--- src/rtl/core/assert_macros.svh ---
// Assertion macros shared by the queue RTL.
`ifndef ASSERT_MACROS_SVH
`define ASSERT_MACROS_SVH

// Property must hold at every clock edge out of reset.
`define ASSERT_HOLDS(lbl, clk_s, rstn_s, expr, msg) \
  lbl: assert property (@(posedge clk_s) disable iff (!rstn_s) (expr)) else $error(msg);

// Consequent must hold in the same cycle as the antecedent.
`define ASSERT_IMPLIES(lbl, clk_s, rstn_s, ante, cons, msg) \
  lbl: assert property (@(posedge clk_s) disable iff (!rstn_s) (ante) |-> (cons)) \
    else $error(msg);

// Consequent must hold in the cycle after the antecedent.
`define ASSERT_NEXT(lbl, clk_s, rstn_s, ante, cons, msg) \
  lbl: assert property (@(posedge clk_s) disable iff (!rstn_s) (ante) |=> (cons)) \
    else $error(msg);

`endif

--- src/rtl/core/srpq_pkg.sv ---
// Package: field widths, codes and controller/datapath handoff types.
`default_nettype none

package srpq_pkg;

  // Fixed widths of the channel fields
  localparam int CMD_W      = 2;
  localparam int ID_W       = 4;
  localparam int PRI_W      = 8;
  localparam int STATUS_W   = 2;
  localparam int COUNT_W    = 5;

  // Parameter defaults
  localparam int DEF_QUEUE_DEPTH   = 16;
  localparam int DEF_PRIORITY_BITS = 8;

  typedef enum logic [CMD_W-1:0] {
    CMD_INSERT = 2'd0,
    CMD_POP    = 2'd1,
    CMD_REMOVE = 2'd2
  } cmd_t;

  typedef enum logic [STATUS_W-1:0] {
    ST_DONE = 2'd0,
    ST_FULL = 2'd1,
    ST_MISS = 2'd2
  } status_t;

  // Scan pointer operations
  typedef enum logic [2:0] {
    PTR_HOLD,
    PTR_LOAD_REAR,
    PTR_LOAD_FRONT,
    PTR_LOAD_NEXT,
    PTR_DEC,
    PTR_INC
  } ptr_op_t;

  // Memory write operations
  typedef enum logic [2:0] {
    WR_NONE,
    WR_SHIFT_UP,
    WR_SHIFT_DOWN,
    WR_NEW_ABOVE,
    WR_NEW_AT_ZERO
  } wr_op_t;

  typedef enum logic [1:0] {
    CNT_HOLD,
    CNT_INC,
    CNT_DEC
  } cnt_op_t;

  // Commands from controller to datapath
  typedef struct packed {
    logic    capture;
    ptr_op_t ptr_op;
    logic    rd_en;
    wr_op_t  wr_op;
    logic    take;
    cnt_op_t cnt_op;
    logic    st_load;
    status_t st_code;
    logic    out_load;
  } ctl_t;

  // Status from datapath to controller
  typedef struct packed {
    logic [CMD_W-1:0] cmd;
    logic             full;
    logic             empty;
    logic             rd_lt;
    logic             rd_hit;
    logic             rd_first;
    logic             rd_last;
    logic             out_free;
  } sts_t;

endpackage

`default_nettype wire

--- src/rtl/core/srpq_if.sv ---
// Channel interfaces: command input and result output.
`default_nettype none

interface srpq_in_if;
  logic                         valid;
  logic                         ready;
  logic [srpq_pkg::CMD_W-1:0]   command;
  logic [srpq_pkg::ID_W-1:0]    task_id;
  logic [srpq_pkg::PRI_W-1:0]   priority_req;

  modport source (output valid, command, task_id, priority_req, input ready);
  modport sink   (input valid, command, task_id, priority_req, output ready);
endinterface

interface srpq_out_if;
  logic                          valid;
  logic                          ready;
  logic [srpq_pkg::STATUS_W-1:0] status;
  logic [srpq_pkg::ID_W-1:0]     out_task_id;
  logic [srpq_pkg::PRI_W-1:0]    out_priority;
  logic [srpq_pkg::COUNT_W-1:0]  entry_count;

  modport source (output valid, status, out_task_id, out_priority, entry_count, input ready);
  modport sink   (input valid, status, out_task_id, out_priority, entry_count, output ready);
endinterface

`default_nettype wire

--- src/rtl/core/srpq_dp.sv ---
// Datapath: entry memory, scan pointer, count and result register.
`default_nettype none

module srpq_dp #(
  parameter int QUEUE_DEPTH   = srpq_pkg::DEF_QUEUE_DEPTH,
  parameter int PRIORITY_BITS = srpq_pkg::DEF_PRIORITY_BITS
) (
  input  wire logic                          clk,
  input  wire logic                          rst_n,
  input  wire srpq_pkg::ctl_t                ctl,
  output srpq_pkg::sts_t                     sts,
  input  wire logic [srpq_pkg::CMD_W-1:0]    in_command,
  input  wire logic [srpq_pkg::ID_W-1:0]     in_task_id,
  input  wire logic [srpq_pkg::PRI_W-1:0]    in_priority_req,
  input  wire logic                          out_ready,
  output logic                               out_valid,
  output logic [srpq_pkg::STATUS_W-1:0]      out_status,
  output logic [srpq_pkg::ID_W-1:0]          out_task_id,
  output logic [srpq_pkg::PRI_W-1:0]         out_priority,
  output logic [srpq_pkg::COUNT_W-1:0]       out_entry_count
);

  localparam int IdxW    = $clog2(QUEUE_DEPTH);
  localparam int CntW    = $clog2(QUEUE_DEPTH + 1);
  localparam int IdW     = srpq_pkg::ID_W;
  localparam int PriOutW = srpq_pkg::PRI_W;
  localparam int CountOW = srpq_pkg::COUNT_W;
  localparam int EntryW  = IdW + PRIORITY_BITS;

  logic [EntryW-1:0]        mem [QUEUE_DEPTH];

  logic [srpq_pkg::CMD_W-1:0] cmd_r;
  logic [IdW-1:0]           req_id_r;
  logic [PRIORITY_BITS-1:0] req_pri_r;
  logic [IdxW-1:0]          ptr_r;
  logic [EntryW-1:0]        rdata_r;
  logic [IdxW-1:0]          rd_idx_r;
  logic [EntryW-1:0]        taken_r;
  logic [CntW-1:0]          count_r;
  srpq_pkg::status_t        st_r;
  logic                     out_valid_r;
  logic [srpq_pkg::STATUS_W-1:0] out_status_r;
  logic [IdW-1:0]           out_id_r;
  logic [PriOutW-1:0]       out_pri_r;
  logic [CountOW-1:0]       out_count_r;

  logic                     wr_en;
  logic [IdxW-1:0]          wr_addr;
  logic [EntryW-1:0]        wr_data;
  logic [IdxW-1:0]          ptr_nxt;
  logic [IdW-1:0]           rd_id;
  logic [PRIORITY_BITS-1:0] rd_pri;

  assign rd_id  = rdata_r[EntryW-1 -: IdW];
  assign rd_pri = rdata_r[PRIORITY_BITS-1:0];

  // Status toward the controller
  always_comb begin
    sts.cmd      = cmd_r;
    sts.full     = (count_r == CntW'(QUEUE_DEPTH));
    sts.empty    = (count_r == '0);
    sts.rd_lt    = (rd_pri < req_pri_r);
    sts.rd_hit   = (cmd_r == srpq_pkg::CMD_POP) || (rd_id == req_id_r);
    sts.rd_first = (rd_idx_r == '0);
    sts.rd_last  = ((CntW'(rd_idx_r) + CntW'(1)) == count_r);
    sts.out_free = !out_valid_r || out_ready;
  end

  // Decode the pointer operation
  always_comb begin
    unique case (ctl.ptr_op)
      srpq_pkg::PTR_HOLD:       ptr_nxt = ptr_r;
      srpq_pkg::PTR_LOAD_REAR:  ptr_nxt = IdxW'(count_r - CntW'(1));
      srpq_pkg::PTR_LOAD_FRONT: ptr_nxt = '0;
      srpq_pkg::PTR_LOAD_NEXT:  ptr_nxt = rd_idx_r + IdxW'(1);
      srpq_pkg::PTR_DEC:        ptr_nxt = ptr_r - IdxW'(1);
      srpq_pkg::PTR_INC:        ptr_nxt = ptr_r + IdxW'(1);
      default:                  ptr_nxt = ptr_r;
    endcase
  end

  // Decode the memory write
  always_comb begin
    wr_en   = 1'b1;
    wr_addr = '0;
    wr_data = rdata_r;
    unique case (ctl.wr_op)
      srpq_pkg::WR_NONE:        wr_en = 1'b0;
      srpq_pkg::WR_SHIFT_UP:    wr_addr = rd_idx_r + IdxW'(1);
      srpq_pkg::WR_SHIFT_DOWN:  wr_addr = rd_idx_r - IdxW'(1);
      srpq_pkg::WR_NEW_ABOVE: begin
        wr_addr = rd_idx_r + IdxW'(1);
        wr_data = {req_id_r, req_pri_r};
      end
      srpq_pkg::WR_NEW_AT_ZERO: begin
        wr_addr = '0;
        wr_data = {req_id_r, req_pri_r};
      end
      default:                  wr_en = 1'b0;
    endcase
  end

  // Entry memory: one write and one registered read per cycle
  always_ff @(posedge clk) begin
    if (wr_en) begin
      mem[wr_addr] <= wr_data;
    end
    if (ctl.rd_en) begin
      rdata_r  <= mem[ptr_r];
      rd_idx_r <= ptr_r;
    end
  end

  // Request, pointer, taken entry and status code
  always_ff @(posedge clk) begin
    ptr_r <= ptr_nxt;
    if (ctl.capture) begin
      cmd_r     <= in_command;
      req_id_r  <= in_task_id;
      req_pri_r <= PRIORITY_BITS'(in_priority_req);
      taken_r   <= '0;
    end else if (ctl.take) begin
      taken_r   <= rdata_r;
    end
    if (ctl.st_load) begin
      st_r <= ctl.st_code;
    end
    if (ctl.out_load) begin
      out_status_r <= st_r;
      out_id_r     <= taken_r[EntryW-1 -: IdW];
      out_pri_r    <= PriOutW'(taken_r[PRIORITY_BITS-1:0]);
      out_count_r  <= CountOW'(count_r);
    end
  end

  // Entry count and result valid
  always_ff @(posedge clk) begin
    if (!rst_n) begin
      count_r     <= '0;
      out_valid_r <= 1'b0;
    end else begin
      case (ctl.cnt_op)
        srpq_pkg::CNT_INC: count_r <= count_r + CntW'(1);
        srpq_pkg::CNT_DEC: count_r <= count_r - CntW'(1);
        default:           count_r <= count_r;
      endcase
      if (ctl.out_load) begin
        out_valid_r <= 1'b1;
      end else if (out_ready) begin
        out_valid_r <= 1'b0;
      end
    end
  end

  assign out_valid       = out_valid_r;
  assign out_status      = out_status_r;
  assign out_task_id     = out_id_r;
  assign out_priority    = out_pri_r;
  assign out_entry_count = out_count_r;

endmodule

`default_nettype wire

--- src/rtl/core/srpq_ctrl.sv ---
// Controller: sequences insert scans, searches and gap-closing shifts.
`default_nettype none

module srpq_ctrl (
  input  wire logic           clk,
  input  wire logic           rst_n,
  input  wire logic           in_valid,
  output logic                in_ready,
  input  wire srpq_pkg::sts_t sts,
  output srpq_pkg::ctl_t      ctl
);

  typedef enum logic [3:0] {
    S_IDLE,
    S_DECODE,
    S_INS_RD,
    S_INS_SCAN,
    S_INS_FRONT,
    S_SRCH_RD,
    S_SRCH,
    S_RM_RD,
    S_RM_SHIFT,
    S_RESULT
  } state_t;

  state_t state_r;
  state_t state_nxt;

  // Hold state
  always_ff @(posedge clk) begin
    if (!rst_n) begin
      state_r <= S_IDLE;
    end else begin
      state_r <= state_nxt;
    end
  end

  // Next state and datapath commands
  always_comb begin
    state_nxt   = state_r;
    in_ready    = 1'b0;
    ctl.capture = 1'b0;
    ctl.ptr_op  = srpq_pkg::PTR_HOLD;
    ctl.rd_en   = 1'b0;
    ctl.wr_op   = srpq_pkg::WR_NONE;
    ctl.take    = 1'b0;
    ctl.cnt_op  = srpq_pkg::CNT_HOLD;
    ctl.st_load = 1'b0;
    ctl.st_code = srpq_pkg::ST_DONE;
    ctl.out_load = 1'b0;

    unique case (state_r)
      S_IDLE: begin
        in_ready = 1'b1;
        if (in_valid) begin
          ctl.capture = 1'b1;
          state_nxt   = S_DECODE;
        end
      end

      S_DECODE: begin
        case (sts.cmd) inside
          srpq_pkg::CMD_INSERT: begin
            if (sts.full) begin
              ctl.st_load = 1'b1;
              ctl.st_code = srpq_pkg::ST_FULL;
              state_nxt   = S_RESULT;
            end else if (sts.empty) begin
              ctl.wr_op   = srpq_pkg::WR_NEW_AT_ZERO;
              ctl.cnt_op  = srpq_pkg::CNT_INC;
              ctl.st_load = 1'b1;
              state_nxt   = S_RESULT;
            end else begin
              ctl.ptr_op  = srpq_pkg::PTR_LOAD_REAR;
              state_nxt   = S_INS_RD;
            end
          end
          srpq_pkg::CMD_POP, srpq_pkg::CMD_REMOVE: begin
            if (sts.empty) begin
              ctl.st_load = 1'b1;
              ctl.st_code = srpq_pkg::ST_MISS;
              state_nxt   = S_RESULT;
            end else begin
              ctl.ptr_op  = (sts.cmd == srpq_pkg::CMD_POP) ? srpq_pkg::PTR_LOAD_FRONT
                                                           : srpq_pkg::PTR_LOAD_REAR;
              state_nxt   = S_SRCH_RD;
            end
          end
          default: begin
            // Unused command: report done with no entry
            ctl.st_load = 1'b1;
            state_nxt   = S_RESULT;
          end
        endcase
      end

      S_INS_RD: begin
        ctl.rd_en  = 1'b1;
        ctl.ptr_op = srpq_pkg::PTR_DEC;
        state_nxt  = S_INS_SCAN;
      end

      // Walk from the rear, moving lower priorities up one slot
      S_INS_SCAN: begin
        if (sts.rd_lt) begin
          ctl.wr_op = srpq_pkg::WR_SHIFT_UP;
          if (sts.rd_first) begin
            state_nxt = S_INS_FRONT;
          end else begin
            ctl.rd_en  = 1'b1;
            ctl.ptr_op = srpq_pkg::PTR_DEC;
          end
        end else begin
          ctl.wr_op   = srpq_pkg::WR_NEW_ABOVE;
          ctl.cnt_op  = srpq_pkg::CNT_INC;
          ctl.st_load = 1'b1;
          state_nxt   = S_RESULT;
        end
      end

      S_INS_FRONT: begin
        ctl.wr_op   = srpq_pkg::WR_NEW_AT_ZERO;
        ctl.cnt_op  = srpq_pkg::CNT_INC;
        ctl.st_load = 1'b1;
        state_nxt   = S_RESULT;
      end

      S_SRCH_RD: begin
        ctl.rd_en  = 1'b1;
        ctl.ptr_op = srpq_pkg::PTR_DEC;
        state_nxt  = S_SRCH;
      end

      // Search from the rear; a pop hits on the front entry at once
      S_SRCH: begin
        if (sts.rd_hit) begin
          ctl.take = 1'b1;
          if (sts.rd_last) begin
            ctl.cnt_op  = srpq_pkg::CNT_DEC;
            ctl.st_load = 1'b1;
            state_nxt   = S_RESULT;
          end else begin
            ctl.ptr_op = srpq_pkg::PTR_LOAD_NEXT;
            state_nxt  = S_RM_RD;
          end
        end else if (sts.rd_first) begin
          ctl.st_load = 1'b1;
          ctl.st_code = srpq_pkg::ST_MISS;
          state_nxt   = S_RESULT;
        end else begin
          ctl.rd_en  = 1'b1;
          ctl.ptr_op = srpq_pkg::PTR_DEC;
        end
      end

      S_RM_RD: begin
        ctl.rd_en  = 1'b1;
        ctl.ptr_op = srpq_pkg::PTR_INC;
        state_nxt  = S_RM_SHIFT;
      end

      // Close the gap, one entry down per cycle
      S_RM_SHIFT: begin
        ctl.wr_op = srpq_pkg::WR_SHIFT_DOWN;
        if (sts.rd_last) begin
          ctl.cnt_op  = srpq_pkg::CNT_DEC;
          ctl.st_load = 1'b1;
          state_nxt   = S_RESULT;
        end else begin
          ctl.rd_en  = 1'b1;
          ctl.ptr_op = srpq_pkg::PTR_INC;
        end
      end

      S_RESULT: begin
        if (sts.out_free) begin
          ctl.out_load = 1'b1;
          state_nxt    = S_IDLE;
        end
      end

      default: state_nxt = S_IDLE;
    endcase
  end

endmodule

`default_nettype wire

--- src/rtl/core/sorted_ring_priority_queue_top.sv ---
// Sorted priority queue: one command at a time, one result per command.
// An insert scans from the rear, shifting lower priorities up; a pop takes the front
// entry and a remove-by-id searches from the rear, both then closing any gap. The input
// stays closed until the result is loaded, so an output stall also holds new commands;
// the entry memory moves one entry per cycle during insert scans and shifts.
// Reset (synchronous, active low) empties the queue and drops any pending result.
`default_nettype none
`include "assert_macros.svh"

module sorted_ring_priority_queue_top #(
  parameter int QUEUE_DEPTH   = srpq_pkg::DEF_QUEUE_DEPTH,
  parameter int PRIORITY_BITS = srpq_pkg::DEF_PRIORITY_BITS
) (
  input  wire logic   clk,
  input  wire logic   rst_n,
  srpq_in_if.sink     in_chan,
  srpq_out_if.source  out_chan
);

  srpq_pkg::ctl_t ctl;
  srpq_pkg::sts_t sts;

  logic in_xfer;
  logic ins_wr;

  srpq_ctrl u_ctrl (
    .clk      (clk),
    .rst_n    (rst_n),
    .in_valid (in_chan.valid),
    .in_ready (in_chan.ready),
    .sts      (sts),
    .ctl      (ctl)
  );

  srpq_dp #(
    .QUEUE_DEPTH   (QUEUE_DEPTH),
    .PRIORITY_BITS (PRIORITY_BITS)
  ) u_dp (
    .clk             (clk),
    .rst_n           (rst_n),
    .ctl             (ctl),
    .sts             (sts),
    .in_command      (in_chan.command),
    .in_task_id      (in_chan.task_id),
    .in_priority_req (in_chan.priority_req),
    .out_ready       (out_chan.ready),
    .out_valid       (out_chan.valid),
    .out_status      (out_chan.status),
    .out_task_id     (out_chan.out_task_id),
    .out_priority    (out_chan.out_priority),
    .out_entry_count (out_chan.entry_count)
  );

  // Flag an input transfer and any write that places an inserted entry
  assign in_xfer = in_chan.valid && in_chan.ready;
  assign ins_wr  = ctl.wr_op inside {srpq_pkg::WR_SHIFT_UP, srpq_pkg::WR_NEW_ABOVE,
                                     srpq_pkg::WR_NEW_AT_ZERO};

  // One command in flight: a transfer closes the input until the result is loaded
  `ASSERT_NEXT(a_one_in_flight, clk, rst_n, in_xfer, !in_chan.ready, "input accepted twice")

  // A new result appears only after the controller left idle
  `ASSERT_IMPLIES(a_result_after_work, clk, rst_n, $rose(out_chan.valid), !$past(in_chan.ready), "result while idle")

  // A full queue never takes an insert write
  `ASSERT_IMPLIES(a_no_insert_when_full, clk, rst_n, sts.full, !ins_wr, "insert write when full")

  // Count never rises while an entry is being taken out
  `ASSERT_IMPLIES(a_take_no_inc, clk, rst_n, ctl.take, ctl.cnt_op != srpq_pkg::CNT_INC, "count raised on removal")

endmodule

`default_nettype wire
--- src/flat_wrapper.sv ---
// flat-port wrapper written by rule: the top's interface ports become plain ports
module sorted_ring_priority_queue_top_flat 
#(
  parameter int QUEUE_DEPTH   = srpq_pkg::DEF_QUEUE_DEPTH,
  parameter int PRIORITY_BITS = srpq_pkg::DEF_PRIORITY_BITS
)
  (clk, rst_n, in_chan_valid, in_chan_command, in_chan_task_id, in_chan_priority_req, in_chan_ready, out_chan_valid, out_chan_status, out_chan_out_task_id, out_chan_out_priority, out_chan_entry_count, out_chan_ready);
  srpq_in_if in_chan_i ();
  srpq_out_if out_chan_i ();
  input  wire logic clk;
  input  wire logic rst_n;
  input wire logic [$bits(in_chan_i.valid)-1:0] in_chan_valid;
  input wire logic [$bits(in_chan_i.command)-1:0] in_chan_command;
  input wire logic [$bits(in_chan_i.task_id)-1:0] in_chan_task_id;
  input wire logic [$bits(in_chan_i.priority_req)-1:0] in_chan_priority_req;
  output wire logic [$bits(in_chan_i.ready)-1:0] in_chan_ready;
  output wire logic [$bits(out_chan_i.valid)-1:0] out_chan_valid;
  output wire logic [$bits(out_chan_i.status)-1:0] out_chan_status;
  output wire logic [$bits(out_chan_i.out_task_id)-1:0] out_chan_out_task_id;
  output wire logic [$bits(out_chan_i.out_priority)-1:0] out_chan_out_priority;
  output wire logic [$bits(out_chan_i.entry_count)-1:0] out_chan_entry_count;
  input wire logic [$bits(out_chan_i.ready)-1:0] out_chan_ready;
  assign in_chan_i.valid = in_chan_valid;
  assign in_chan_i.command = in_chan_command;
  assign in_chan_i.task_id = in_chan_task_id;
  assign in_chan_i.priority_req = in_chan_priority_req;
  assign in_chan_ready = in_chan_i.ready;
  assign out_chan_valid = out_chan_i.valid;
  assign out_chan_status = out_chan_i.status;
  assign out_chan_out_task_id = out_chan_i.out_task_id;
  assign out_chan_out_priority = out_chan_i.out_priority;
  assign out_chan_entry_count = out_chan_i.entry_count;
  assign out_chan_i.ready = out_chan_ready;
  sorted_ring_priority_queue_top #(.QUEUE_DEPTH(QUEUE_DEPTH), .PRIORITY_BITS(PRIORITY_BITS)) u_core (.clk(clk), .rst_n(rst_n), .in_chan(in_chan_i), .out_chan(out_chan_i));
endmodule
--- config.mk ---
export PLATFORM = sky130hd
export DESIGN_NAME = sorted_ring_priority_queue_top_flat
export DESIGN_NICKNAME = d
export VERILOG_FILES = /design/src/rtl/core/srpq_pkg.sv /design/src/rtl/core/srpq_if.sv /design/src/rtl/core/srpq_dp.sv /design/src/rtl/core/srpq_ctrl.sv /design/src/rtl/core/sorted_ring_priority_queue_top.sv /design/src/flat_wrapper.sv
export VERILOG_INCLUDE_DIRS = /design/src /design/src/rtl/core
export SDC_FILE = /design/constraint.sdc
export NUM_CORES = 1
export LEC_CHECK = 0
export ABC_AREA = 0
export BUFFER_PORTS_ARGS = -buffer_cell sky130_fd_sc_hd__buf_4
export CAP_MARGIN = 40
export CORE_UTILIZATION = 54
export DETAILED_ROUTE_END_ITERATION = 8
export PLACE_DENSITY = 0.71
export SYNTH_ARGS = -nofsm -noshare
export SYNTH_HDL_FRONTEND = slang
export SYNTH_SLANG_ARGS = --single-unit
--- constraint.sdc ---
create_clock -name clk -period 3.9 [get_ports clk]
set_input_delay 0.585 -clock clk [delete_from_list [all_inputs] [get_ports clk]]
set_output_delay 0.585 -clock clk [all_outputs]
set_load 0.02 [all_outputs]
## Word-level counts from Yosys, hierarchy flattened

Memories as Yosys holds them, arrays and structs flattened. A register that Yosys moved wholly into a read port is not among the register bits.
Index checks and enable logic that the tools add are counted.

- $add $sub $neg: 7
- $mul: 0
- Div/mod/pow operators: 0
- Magnitude comparators: 1
- Equality and inequality tests: 30
- Shift-type cells: 0
- Mux-type cells: 66
- Bitwise gates (word level): 0
- Reduce and logical (&&, ||, !) cells: 17

Operators with widths:

| cell | number |
|---|---|
| $mux W4 | 16 |
| $pmux W4 S10 | 1 |
| $mux W2 | 12 |
| $mux W3 | 8 |
| $mux W1 | 20 |
| $pmux W4 S5 | 1 |
| $pmux W3 S6 | 1 |
| $eq A4 B3 Y1 const B | 4 |
| $pmux W3 S5 | 1 |
| $eq A3 B2 Y1 const B | 4 |
| $mux W12 | 1 |
| $pmux W3 S4 | 1 |
| $pmux W5 S2 | 1 |
| $eq A3 B3 Y1 const B | 3 |
| $add A4 B1 Y4 const B | 2 |
| $eq A4 B2 Y1 const B | 2 |
| $eq A4 B4 Y1 const B | 2 |
| $logic_not A4 Y1 | 2 |
| $lt A8 B8 Y1 | 1 |
| $pmux W4 S2 | 1 |
| $reduce_or A2 Y1 | 4 |
| $sub A4 B1 Y4 const B | 2 |
| $eq A3 B1 Y1 const B | 2 |
| $add A4 B1 Y5 const B | 1 |
| 23 further kinds | 28 |

- Flip-flop bits (word level): 65
- Latch bits: 0
- Bits in writable memories: 192
- ROM bits: 0
- Bits of input ports: 18
- Output and inout port bits: 21
- Word-level logic and storage cells: 136
- Memories kept: 1

Memories:

| memory | depth | width | rd ports | clocked after Yosys merged registers in | wr ports | line | RTL |
|---|---|---|---|---|---|---|---|
| u_core.u_dp.mem | 16 | 12 | 1 | 1 | 1 | srpq_dp.sv:30 | `logic [EntryW-1:0] mem [QUEUE_DEPTH];` |

## Depth between registers and ports, before layout

- Word-level depth: 10
- Depth in mapped cells: 15
- Gate-level depth less buffers: 14

## By module

A second synthesis with hierarchy kept.

- Cells, all modules: 698
- Area, all modules: 11497.3 um^2

Modules (own cells, without submodules):

| module | times used | cells each | area each (um^2) | seq. area each (um^2) |
|---|---|---|---|---|
| srpq_dp | 1 | 586 | 10720.3 | 7777.5 |
| srpq_ctrl | 1 | 112 | 777.0 | 80.1 |

## Least setup slack after synthesis

No wires, ideal clock.

- Path kind: register -> register
- From: register u_core.u_dp.rd_idx_r[0]
- To: register u_core.u_dp.ptr_r[3], data pin
- Library setup time: 0.264 ns
- Arrival time: 2.649 ns
- Setup slack: 0.986 ns
- Cell stages (with the launch flop): 13
- Cells stage by stage: edfxtp_1 -> clkbuf_1 -> inv_1 -> ha_1 -> xnor2_1 -> o2111a_2 -> o22a_2 -> ha_1 -> a21o_1 -> a21oi_1 -> xnor2_1 -> mux2i_1 -> o22ai_1

- Cells in the longest elaborated chain, start to end: 7
- Elaborated cells between the ends (all ways): 16

Ends and longest elaborated chain:

| element | line | RTL |
|---|---|---|
| start, declared | srpq_dp.sv:37 | `logic [IdxW-1:0] rd_idx_r;` |
| start signal, assigned | srpq_dp.sv:110 | `rd_idx_r <= ptr_r;` |
| $add A4 B1 Y5 | srpq_dp.sv:65 | `sts.rd_last = ((CntW'(rd_idx_r) + CntW'(1)) == count_r);` |
| $eq A5 B5 Y1 | srpq_dp.sv:65 |  |
| $mux W2 | srpq_ctrl.sv:138 | `if (sts.rd_last) begin` |
| $mux W3 | srpq_ctrl.sv:136 | `if (sts.rd_hit) begin` |
| $pmux W3 S6 | srpq_ctrl.sv:52 | `unique case (state_r)` |
| $eq A3 B3 Y1 (tied with other cells) | srpq_dp.sv:71 | `unique case (ctl.ptr_op)` |
| $pmux W4 S5 * | srpq_dp.sv:71 |  |
| named net u_core.u_dp.ptr_nxt[3] | srpq_dp.sv:50 | `logic [IdxW-1:0] ptr_nxt;` |
| end signal, assigned | srpq_dp.sv:116 | `ptr_r <= ptr_nxt;` |
| end, declared | srpq_dp.sv:35 | `logic [IdxW-1:0] ptr_r;` |

The timed path passes the listed nets; every way through them passes the cells marked *.
A chain may end at the register's enable or synchronous reset.

## Worst setup path in the final report

Same ends and word-level chain as after synthesis.

==> metrics.cfg <==
[status]
status = finished, final reports clean

[floorplan]
dieHeight_um = 147
start_util_pct = 55.6
rows = 52
dieWidth_um = 147
core_area_mm2 = 0.0204
ios = 39
die-area_mm2 = 0.0215

[placed_design]
gp_congestion = 0.882
dpl.cell_count = 951
dp_hpwl_um = 15400
port_buffers = 38

[synthesis]
synth-edff-count = 247
ys_warn_count = 0
ys_seq_area_share_pct = 69.4
ys_async_sr_fraction_pct = 0
synthFlopType = edfxtp_1
synth_cells = 636
synth_area_per_cell_um2 = 17.8
syn_area_mm2 = 0.0113
syn_nets = 672
ys_seq_elements = 269
ys_types = 66

[worst_setup_path]
cp_data_required_time_ns = 4.17
crit_cells = 12
critical_path.max_stage_delay_ns = 0.36
crit_slowest_cell = edfxtp_1
arrival_ns = 3.53
crit_fanout = 12
worstSetupPathType = register to register
end_kind = register
crit_family = compound AO/OA/AOI/OAI gates
path_cells = buf_4 -> ha_1 -> o21ba_2 -> a221oi_1 -> o2111a_2 -> o22a_2 -> ha_1 -> a21o_1 -> a21oi_1 -> xnor2_1 -> mux2i_1 -> o22ai_1
crit_buf_inv = 1
ff2ff_path_depth = 12
critPathLaunchType = register
crit_top_cell = ha_1

[timing]
tightest_slew_ns = 0.907
rsz0062_at_grt = no
setup_violations = 0
relSlewSlack_pct = 39.5
post-route-period-util_pct = 83.6
skew_ns = 0.0236
layout_min_cycle_time_ns = 3.26
maxSlewViolCount = 0
max_freq_mhz = 307
hold_violations = 0
tns_ns = 0

[run]
drv_cap = 0

[clock_tree]
cts_htree_levels = 1
cts.sinks = 269
cts.path.max_buffers = 3
cts_tree = built
cts_resized = 0
cts.clk_slew.worst_paths_ns = 0.06
cts_root_buf = clkbuf_16
worstSkewPairLatency_ns = 0.55
numCtsBuffers = 28
post_cts_buffers = 0
cts_hold_buf = 0

[layout]
layout_commonest_cell = edfxtp_1
final_cells = 1003
fillers = 1409
layout_common_cells = 247 x edfxtp_1, 72 x buf_4, 60 x mux4_2
layout-drive-gt1-share_pct = 27.1
area_growth_syn_to_layout_pct = 15.0
diodes = 0
layout.nets = 747

[global_route]
antenna_found_initial = 0
grt_max_degree = 52
grt-ovfl-total = 0
grt_pass1_wl_um = 36500
first_global_vias = 6265
grt_usage_pct = 22.8

[power]
p_total_mw = 6.95
powerDensity_mw_per_mm2 = 534
leakagePower_nw = 4.44
ir_worst_vdd_uv = 486

[route]
vias_per_cell = 6.08
drt_iter0_drc = 602
wirelength_um = 23600
routedWlPerCell_um = 23.5
via_count = 6099
first_pass_iters = 5
postRouteAntennaNets = 0
drcViolationCount = 0

[min_path]
hold_class = input pin to register
hold_depth = 1

## path summary, 6_finish.rpt
kind                                     startpoint                                  end  slack [ns]
setup / recovery  u_core.u_dp.rd_idx_r[0]$_DFFE_PP_       u_core.u_dp.ptr_r[3]$_DFFE_PP_        0.64
hold / removal              in_chan_priority_req[3]   u_core.u_dp.req_pri_r[3]$_DFFE_PP_        0.23
setup reg to reg  u_core.u_dp.rd_idx_r[0]$_DFFE_PP_       u_core.u_dp.ptr_r[3]$_DFFE_PP_        0.64
hold reg to reg       u_core.u_dp.st_r[0]$_DFFE_PP_  u_core.u_dp.out_status[0]$_DFFE_PP_        0.43
## power breakdown
group / internal (mW) / total (mW) / switching, mW
registers: 3.39 / 3.48 / 0.0949
clock network: 1.47 / 2.52 / 1.05
logic: 0.417 / 0.952 / 0.535
total: 5.27 / 6.95 / 1.68
## cells in the mapped netlist (all sizes together), types with 2 or more instances
cell type / n / share of area [%]
a21o: 3 / 0.20
mux2i: 14 / 1.2
o21a: 3 / 0.27
a311oi: 2 / 0.15
mux2: 12 / 1.5
o21ba: 2 / 0.18
or4b: 2 / 0.21
and2: 10 / 0.55
o311ai: 2 / 0.15
nand4: 2 / 0.11
o221ai: 5 / 0.39
or3: 5 / 0.28
a21oi: 13 / 0.57
inv: 20 / 0.66
nand2: 22 / 0.73
mux4: 60 / 12
nor3: 6 / 0.27
nor4b: 3 / 0.29
xnor2: 13 / 1.0
a32oi: 2 / 0.15
a211oi: 3 / 0.20
nand3b: 2 / 0.13
ha: 17 / 1.9
nor2: 43 / 1.4
nand2b: 7 / 0.45
edfxtp: 247 / 66
nor3b: 4 / 0.31
clkbuf: 14 / 0.46
a21boi: 3 / 0.20
a211o: 3 / 0.23
xor2: 4 / 0.31
and3: 2 / 0.11
dfxtp: 22 / 3.9
a221o: 2 / 0.18
nand3: 9 / 0.40
o21ai: 15 / 0.66
nor2b: 4 / 0.22
buf: 17 / 0.85
## sequential cells by signal, summed over array words and instances (netlist names), 4 cells and up
name                         flops
u_core.u_dp.out_task_id          4
u_core.u_dp.out_entry_count      5
u_core.u_dp.req_pri_r            8
u_core.u_dp.taken_r             12
u_core.u_dp.ptr_r                4
u_core.u_dp.rd_idx_r             4
u_core.u_dp.mem                192
u_core.u_dp.rdata_r             12
u_core.u_ctrl.state_r            4
u_core.u_dp.count_r              5
u_core.u_dp.out_priority         8
u_core.u_dp.req_id_r             4
## per-layer routing
layer | vias up | GRT usage [%] | wire length (um)
li1 | 2691 | - | -
met1 | 3126 | 30.8 | 9920
met4 | 0 | 7.08 | 614
met2 | 239 | 37.6 | 11700
met3 | 43 | 4.35 | 1410
met5 | - | 0 | 0
## worst register-to-register path: cells and delay by family, from the launching register on
| family | cells | cell delay, ns |
|---|---|---|
| compound gates | 7 | 1.52 |
| xor+xnor | 1 | 0.16 |
| fa+ha+maj | 2 | 0.54 |
| buf+inv | 1 | 0.18 |
| flops | 1 | 0.36 |
| mux | 1 | 0.21 |
## cells by family (layout without fill, tap and decap cells)
family                     count (synthesis)  in the layout  synth area share, %
and+or+nand+nor                          124            124                 5.72
AOI/OAI and AO/OA                         71             71                 4.82
DFF                                      269            269                 69.4
buffers and inverters                     51            148                 1.98
xor gates and xnor gates                  17             17                 1.32
muxes                                     86             86                 14.7
adders and majority gates                 18             18                 2.06
## layout make-up
class,count,area [um2],share of cell area [%]
multi-input cells,316,3230,24.9
clock inverters,15,154,1.18
well taps,270,338,2.60
flip-flops and latches,269,7860,60.4
repair buffers,76,618,4.75
clock buffers,37,734,5.64
inverters,20,75.1,0.577
## per-stage QoR
| stage | instance area [um2] | worst slack, ns | hold WS [ns] | utilization [%] |
|---|---|---|---|---|
| floorplan | 11300 | 0.986 | 0.400 | - |
| CTS | 13000 | 0.639 | 0.211 | 63.9 |
| finish | 13000 | 0.639 | 0.226 | 63.9 |
| detailed placement | 12100 | 0.682 | 0.414 | 59.5 |
| global route | 13000 | 0.498 | 0.208 | 63.9 |
| global placement | 12100 | 0.814 | 0.408 | 59.2 |
(Power assumes the default switching activity.)
